`src/sv/pirb_pkg.sv`:
```
// package for the rotated-box point test: widths, opcodes, quarter-wave sine table
// and the trig helper used at box load time. no dependencies.
package pirb_pkg;

  localparam int MaxBoxes = 64;
  localparam int SlotW = 6;
  localparam int CoordW = 24;
  localparam int SizeW = 16;
  localparam int TrigW = 16;

  localparam logic [1:0] OP_LOAD  = 2'd0;
  localparam logic [1:0] OP_QUERY = 2'd1;
  localparam logic [1:0] OP_CLEAR = 2'd2;

  // one stored box entry
  typedef struct packed {
    logic signed [CoordW-1:0] cx;
    logic signed [CoordW-1:0] cy;
    logic signed [CoordW-1:0] cz;
    logic [SizeW-1:0]         sx;
    logic [SizeW-1:0]         sy;
    logic [SizeW-1:0]         sz;
    logic signed [TrigW-1:0]  cosv;
    logic signed [TrigW-1:0]  sinv;
  } box_t;

  // quarter-wave sine samples, Q1.15
  function automatic logic [15:0] qsin_tab(input logic [5:0] k);
    logic [15:0] v;
    begin
      unique case (k)
        6'd0: v = 16'd0;      6'd1: v = 16'd1608;   6'd2: v = 16'd3212;
        6'd3: v = 16'd4808;   6'd4: v = 16'd6393;   6'd5: v = 16'd7962;
        6'd6: v = 16'd9512;   6'd7: v = 16'd11039;  6'd8: v = 16'd12540;
        6'd9: v = 16'd14010;  6'd10: v = 16'd15447; 6'd11: v = 16'd16846;
        6'd12: v = 16'd18205; 6'd13: v = 16'd19520; 6'd14: v = 16'd20788;
        6'd15: v = 16'd22006; 6'd16: v = 16'd23170; 6'd17: v = 16'd24279;
        6'd18: v = 16'd25330; 6'd19: v = 16'd26320; 6'd20: v = 16'd27245;
        6'd21: v = 16'd28106; 6'd22: v = 16'd28898; 6'd23: v = 16'd29622;
        6'd24: v = 16'd30274; 6'd25: v = 16'd30853; 6'd26: v = 16'd31357;
        6'd27: v = 16'd31786; 6'd28: v = 16'd32138; 6'd29: v = 16'd32413;
        6'd30: v = 16'd32610; 6'd31: v = 16'd32729;
        default: v = 16'd32767;
      endcase
      return v;
    end
  endfunction

  // interpolated quarter sine, u in 0..16384
  function automatic logic [15:0] quarter_eval(input logic [14:0] u);
    logic [5:0]  i;
    logic [8:0]  f;
    logic [15:0] a;
    logic [15:0] d;
    logic [24:0] p;
    begin
      i = u[14:9];
      f = u[8:0];
      a = qsin_tab(i);
      d = qsin_tab(i + 6'd1) - a;
      p = 25'(d) * 25'(f) + 25'd256;
      if (u[14]) return 16'd32767;
      return a + 16'(p[24:9]);
    end
  endfunction

  // Q1.15 sine of a 16-bit heading
  function automatic logic [15:0] sine_q15(input logic [15:0] h);
    logic [14:0] u;
    logic [15:0] s;
    begin
      u = {1'b0, h[13:0]};
      s = h[14] ? quarter_eval(15'd16384 - u) : quarter_eval(u);
      return h[15] ? 16'(-s) : s;
    end
  endfunction

endpackage

```
`src/sv/pirb_trig.sv`:
```
// registered sine and cosine of a heading.
// depends on pirb_pkg.
module pirb_trig import pirb_pkg::*; (
  input  logic               clk,
  input  logic [15:0]        heading,
  output logic signed [15:0] cosv,
  output logic signed [15:0] sinv
);

  // cosine as sine shifted by a quarter turn
  always_ff @(posedge clk) begin
    sinv <= sine_q15(heading);
    cosv <= sine_q15(heading + 16'd16384);
  end

endmodule

```
`config.mk`:
```
export PLATFORM = sky130hd
export DESIGN_NAME = pirb_trig
export DESIGN_NICKNAME = d
export VERILOG_FILES = /design/src/sv/pirb_pkg.sv /design/src/sv/pirb_trig.sv
export SDC_FILE = /design/constraint.sdc
export NUM_CORES = 1
export LEC_CHECK = 0
export BUFFER_PORTS_ARGS = -buffer_cell sky130_fd_sc_hd__buf_4
export CAP_MARGIN = 30
export CORE_MARGIN = 2
export CORE_UTILIZATION = 55
export CTS_CLUSTER_SIZE = 8
export DETAILED_ROUTE_END_ITERATION = 16
export PLACE_DENSITY = 0.77
export SLEW_MARGIN = 20
export SYNTH_ARGS = -nofsm -noshare
export SYNTH_HDL_FRONTEND = slang
export SYNTH_SLANG_ARGS = --single-unit
```
`constraint.sdc`:
```
create_clock -name clk -period 21.8 [get_ports clk]
set_clock_uncertainty 0.15 [all_clocks]
set_input_delay 4.36 -clock clk [delete_from_list [all_inputs] [get_ports clk]]
set_output_delay 4.36 -clock clk [all_outputs]
set_load 0.05 [all_outputs]
```
# After elaboration in Yosys (flattened, before gate mapping)
# Memory sizes are Yosys's and may differ from the RTL's.
# Cells that the tools add are included.
# totals
register_bits,32
rom_bits,3840
out_inout_bits,32
wordCells,51
n_memories,8
# op_classes
addsub,21
n_mul,4
mux,16
# mem_list
name,depth,word_bits,rd,rd_clocked_by_memory_dff,write_ports,line,source
(no name shown),32,15,1,0,0,pirb_pkg.sv:31,unique case (k)
(no name shown),32,15,1,0,0,pirb_pkg.sv:31,
(no name shown),32,15,1,0,0,pirb_pkg.sv:31,
(no name shown),32,15,1,0,0,pirb_pkg.sv:31,
(no name shown),32,15,1,0,0,pirb_pkg.sv:31,
(no name shown),32,15,1,0,0,pirb_pkg.sv:31,
2 more memories,--,--,--,--,--,--,
# ops
cell,n
$mux 16,14
$add 25x9->25 const B,4
$mul 16x9->25,4
$add 16x16->16,4
$sub 16x16->16,4
$neg 16->16,2
$sub 15x14->15 const A,2
$add 16x15->16 const B,1
$add 5x1->6 const B,2
$add 6x1->6 const B,2
$mux 1,2

# Longest topological paths before layout
# An unclocked memory read counts as a cell.
# depth
word_depth,13
depth_mapped,55
depth_no_buf,52

# Least setup slack after synthesis
# Ideal clock, no wire load.
# synth_timing
path_type,input to register
startpoint,in heading[1]
endpoint,reg cosv[15]
arrival_time_ns,16.146
t_required_ns,21.523
slack_ns,5.377
cell_stages,52
path_cell_list,clkbuf_1 clkbuf_1 inv_1 ha_1 or4b_4 nor3_4 xnor2_1 ha_1 inv_1 ha_1 clkbuf_1 clkbuf_1 o211ai_1 a21boi_1 ha_1 inv_1 fa_1 a21o_1 [16 not listed] a21o_1 a21o_1 a21oi_1 o21ai_1 a41o_1 o31a_2 xnor2_1 ha_1 and3_1 a221o_1 a21o_1 xnor2_1 a21oi_1 a221oi_1 o2111ai_1 o221a_2 o21ai_1 o211ai_1
# synth_between
elab_chain_len,13
# synth_lines
item,line,source
start: declaration,pirb_trig.sv:5,"input logic [15:0] heading,"
$add 16x15->16 *,pirb_trig.sv:13,cosv <= sine_q15(heading + 16'd16384);
$sub 15x14->15,pirb_pkg.sv:73,s = h[14] ? quarter_eval(15'd16384 - u) : quarter_eval(u);
$add 6x1->6,pirb_pkg.sv:60,d = qsin_tab(i + 6'd1) - a;
$mem_v2 32x15,--,
$mux 16,pirb_pkg.sv:31,
$sub 16x16->16,pirb_pkg.sv:60,
$mul 16x9->25,pirb_pkg.sv:61,p = 25'(d) * 25'(f) + 25'd256;
$add 25x9->25,pirb_pkg.sv:61,
$add 16x16->16,pirb_pkg.sv:63,return a + 16'(p[24:9]);
$mux 16,pirb_pkg.sv:63,
$mux 16,pirb_pkg.sv:73,
$neg 16->16,pirb_pkg.sv:74,return h[15] ? 16'(-s) : s;
$mux 16 *,pirb_pkg.sv:74,
end signal: assignment,pirb_trig.sv:13,
end: declaration,pirb_trig.sv:6,"output logic signed [15:0] cosv,"
# Every way passes the cells marked *; elsewhere a longest branch is shown, timed or not.

# Final worst setup path
# layout_timing
startpoint,in heading[3]
endpoint,reg cosv[15]
# Same word-level chain as after synthesis.

==> results.py <==
metrics = {
    "cts": {
        "clock-sinks": 32,
        "hold_buffers": 0,
        "htree_levels": 2,
        "cts_tree": "done",
        "clockRootBuffer": "clkbuf_16",
        "clk_path_buf_depth": 2,
        "clk_pin_slew_ns": 0.05,
        "ctsResizeCount": 0,
        "cts_setup_buffers": 0,
        "cts_buffers": 5,
    },
    "worst_setup_path": {
        "cp.required_ns": 21.81,
        "worst_path_most_repeated_cell": "fa_1",
        "cp-end-kind": "register",
        "critical_path_class": "primary input to register",
        "slowest_delay_ns": 0.77,
        "crit_slowest_cell": "or4_1",
        "cp-start-kind": "primary input",
        "crit_fanout": 33,
        "crit_arrival_ns": 17.96,
    },
    "floorplan": {
        "dieArea_um2": 32200,
        "std_cell_rows": 64,
        "die_h_um": 180,
        "die_w_um": 180,
        "start_util_pct": 55.7,
        "pin_count": 49,
        "core_um2": 30400,
    },
    "sta": {
        "period_needed_ns": 17.94,
        "fmax_mhz": 55.7,
        "fin_crit_sh_pct": 82.3,
        "slew_headroom_pct": 33.9,
        "rsz0062_at_grt": "no",
        "slew_viol_final": 0,
        "setup-violations-final": 0,
        "fin_setup_tns_ns": 0,
        "hold_viol": 0,
        "tightest_slew_ns": 0.984,
    },
    "synthesis": {
        "synth.avg_cell_area_um2": 7.73,
        "syn_inst": 2193,
        "synth_top_area_share_pct": 23.6,
        "yosys.area.top_type": "fa_1",
        "syn_area_um2": 16900,
        "synthTopCellsByArea": "fa_1, ha_1, inv_1, nand2_1, nor2_1",
        "synth_seq_cells": 32,
        "ys.flop_type": "dfxtp_1",
        "synth-edff-count": 0,
        "yosys_warnings": 0,
        "synth_fp_nets": 2623,
        "ys_types": 98,
        "ys_async_sr_fraction_pct": 0,
        "ys_seq_area_share_pct": 3.78,
    },
    "route": {
        "antenna_left": 0,
        "first_pass_iters": 6,
        "viasPerCell": 6.16,
        "vias": 15800,
        "wire_per_inst_um": 18.7,
        "drt_wl_total_mm": 47.9,
        "drc": 0,
        "drtIter0Drc": 1727,
    },
    "place": {
        "place.gp.congestion": 0.969,
        "port_buffers": 48,
        "dp_hpwl_mm": 38.4,
    },
    "status": {
        "status": "finished clean",
    },
    "layout": {
        "fin_util_pct": 58.1,
        "num-fill-cells": 2868,
        "nets": 2593,
        "area_growth_pct": 4.35,
        "diodes": 0,
        "drive_above_1_share_pct": 6.52,
    },
    "global_routing": {
        "grt_pass1_vias": 15700,
        "antenna_found_initial": 1,
        "grt_remaining_overflow": 0,
        "grt_pass1_wl_mm": 80.2,
        "grt_max_degree": 50,
        "grt_usage_pct": 29.9,
    },
    "min_path": {
        "min-delay-path-class": "primary input to register",
    },
    "flow_run": {
        "drv_cap": 0,
    },
}
==> synth_stat cells (13+ instances only) <==
cell and number:
inv_1 238, nand2_1 237, nor2_1 237, ha_1 213
fa_1 200, o21ai_0 115, a21oi_1 102, clkbuf_1 76
xnor2_1 76, and2_1 51, nor3_1 43, xor2_1 38
nand3_1 37, o21a_1 33, dfxtp_1 32, a21o_1 31
o211ai_1 25, a31oi_1 22, or2_2 22, nor2b_1 21
nand2b_1 20, a211oi_1 18, o311ai_0 17, buf_2 16
mux2i_1 15, or3_1 13
==> cell families (layout without fill, tap and decap cells) <==
logic type / after synthesis / count (layout) / share of synthesized area [%]
flops: 32 / 32 / 3.78
buf+inv: 354 / 325 / 8.19
fa+ha+maj: 413 / 413 / 39.4
compound gates: 501 / 501 / 19.6
simple gates: 750 / 750 / 20.8
mux: 22 / 22 / 1.35
xor+xnor: 121 / 121 / 6.87
==> cells in the final DEF (no fill, tap or decap), drive strengths merged, types with 10 or more instances in the layout <==
cell,netlist,layout
o21a,33,33
inv,241,241
dfxtp,32,32
xnor2,82,82
xor2,38,38
nand2b,20,20
nor2,238,238
o31ai,12,12
mux2i,15,15
o211ai,25,25
o311ai,20,20
nor2b,22,22
nor3,45,45
and3,12,12
a311oi,11,11
a21boi,13,13
nor4,12,12
nand2,238,238
a31oi,22,22
buf,34,72
o22ai,10,10
or3,14,14
a211oi,22,22
a21o,31,31
or2,23,23
o21ai,127,127
ha,213,213
and2,53,53
fa,200,200
a21oi,102,102
nand3,38,38
==> through the flow <==
step | instance area (um^2) | setup WS [ns] | std cells | hold slack (ns)
after floorplan | 16900 | 5.38 | 2193 | 4.62
after global placement | 17500 | 4.16 | 2551 | 4.58
after detailed placement | 17500 | 3.81 | 2551 | 4.60
after CTS | 17700 | 4.05 | 2559 | 4.30
after global routing | 17700 | 2.75 | 2560 | 4.34
final | 17700 | 3.86 | 2560 | 4.31
==> path summary, 6_finish.rpt <==
check                   start  depth (start not counted)       end
setup / recovery   heading[3]                         50  cosv[15]
hold / removal    heading[15]                          3  sinv[13]
==> per-layer routing <==
metal / vias to the layer above / part of all wire [%] / track usage [%]
met5: - / 0.017 / 0
met4: 2 / 2.6 / 7.87
met3: 98 / 7.5 / 3.61
met2: 708 / 46 / 49.5
met1: 7581 / 43 / 41.4
li1: 7384 / - / -
==> layout make-up <==
type | instances | area, um^2 | area share (%)
Clock buffer | 6 | 129 | 0.729
Clock inverter | 2 | 35.0 | 0.198
Inverter | 244 | 917 | 5.19
Multi-Input combinational cell | 1807 | 14900 | 84.4
Sequential cell | 32 | 641 | 3.62
Tap cell | 396 | 495 | 2.80
Timing Repair Buffer | 73 | 548 | 3.10
==> worst max-delay path, delay by kind of cell <==
kind | cells | cell delay (ns)
AO/OA/AOI/OAI | 21 | 4.37
XOR/XNOR | 2 | 0.65
adder cells (fa/ha/maj) | 9 | 3.71
buffers and inverters | 6 | 1.35
AND/OR/NAND/NOR | 12 | 3.47
==> flip-flops by register name (all words and copies together) (netlist names) <==
name	cells
cosv	16
sinv	16
Power is left out: the tool's default activity adds up to more than one toggle a clock period on the data nets, which glitch-free logic cannot reach.
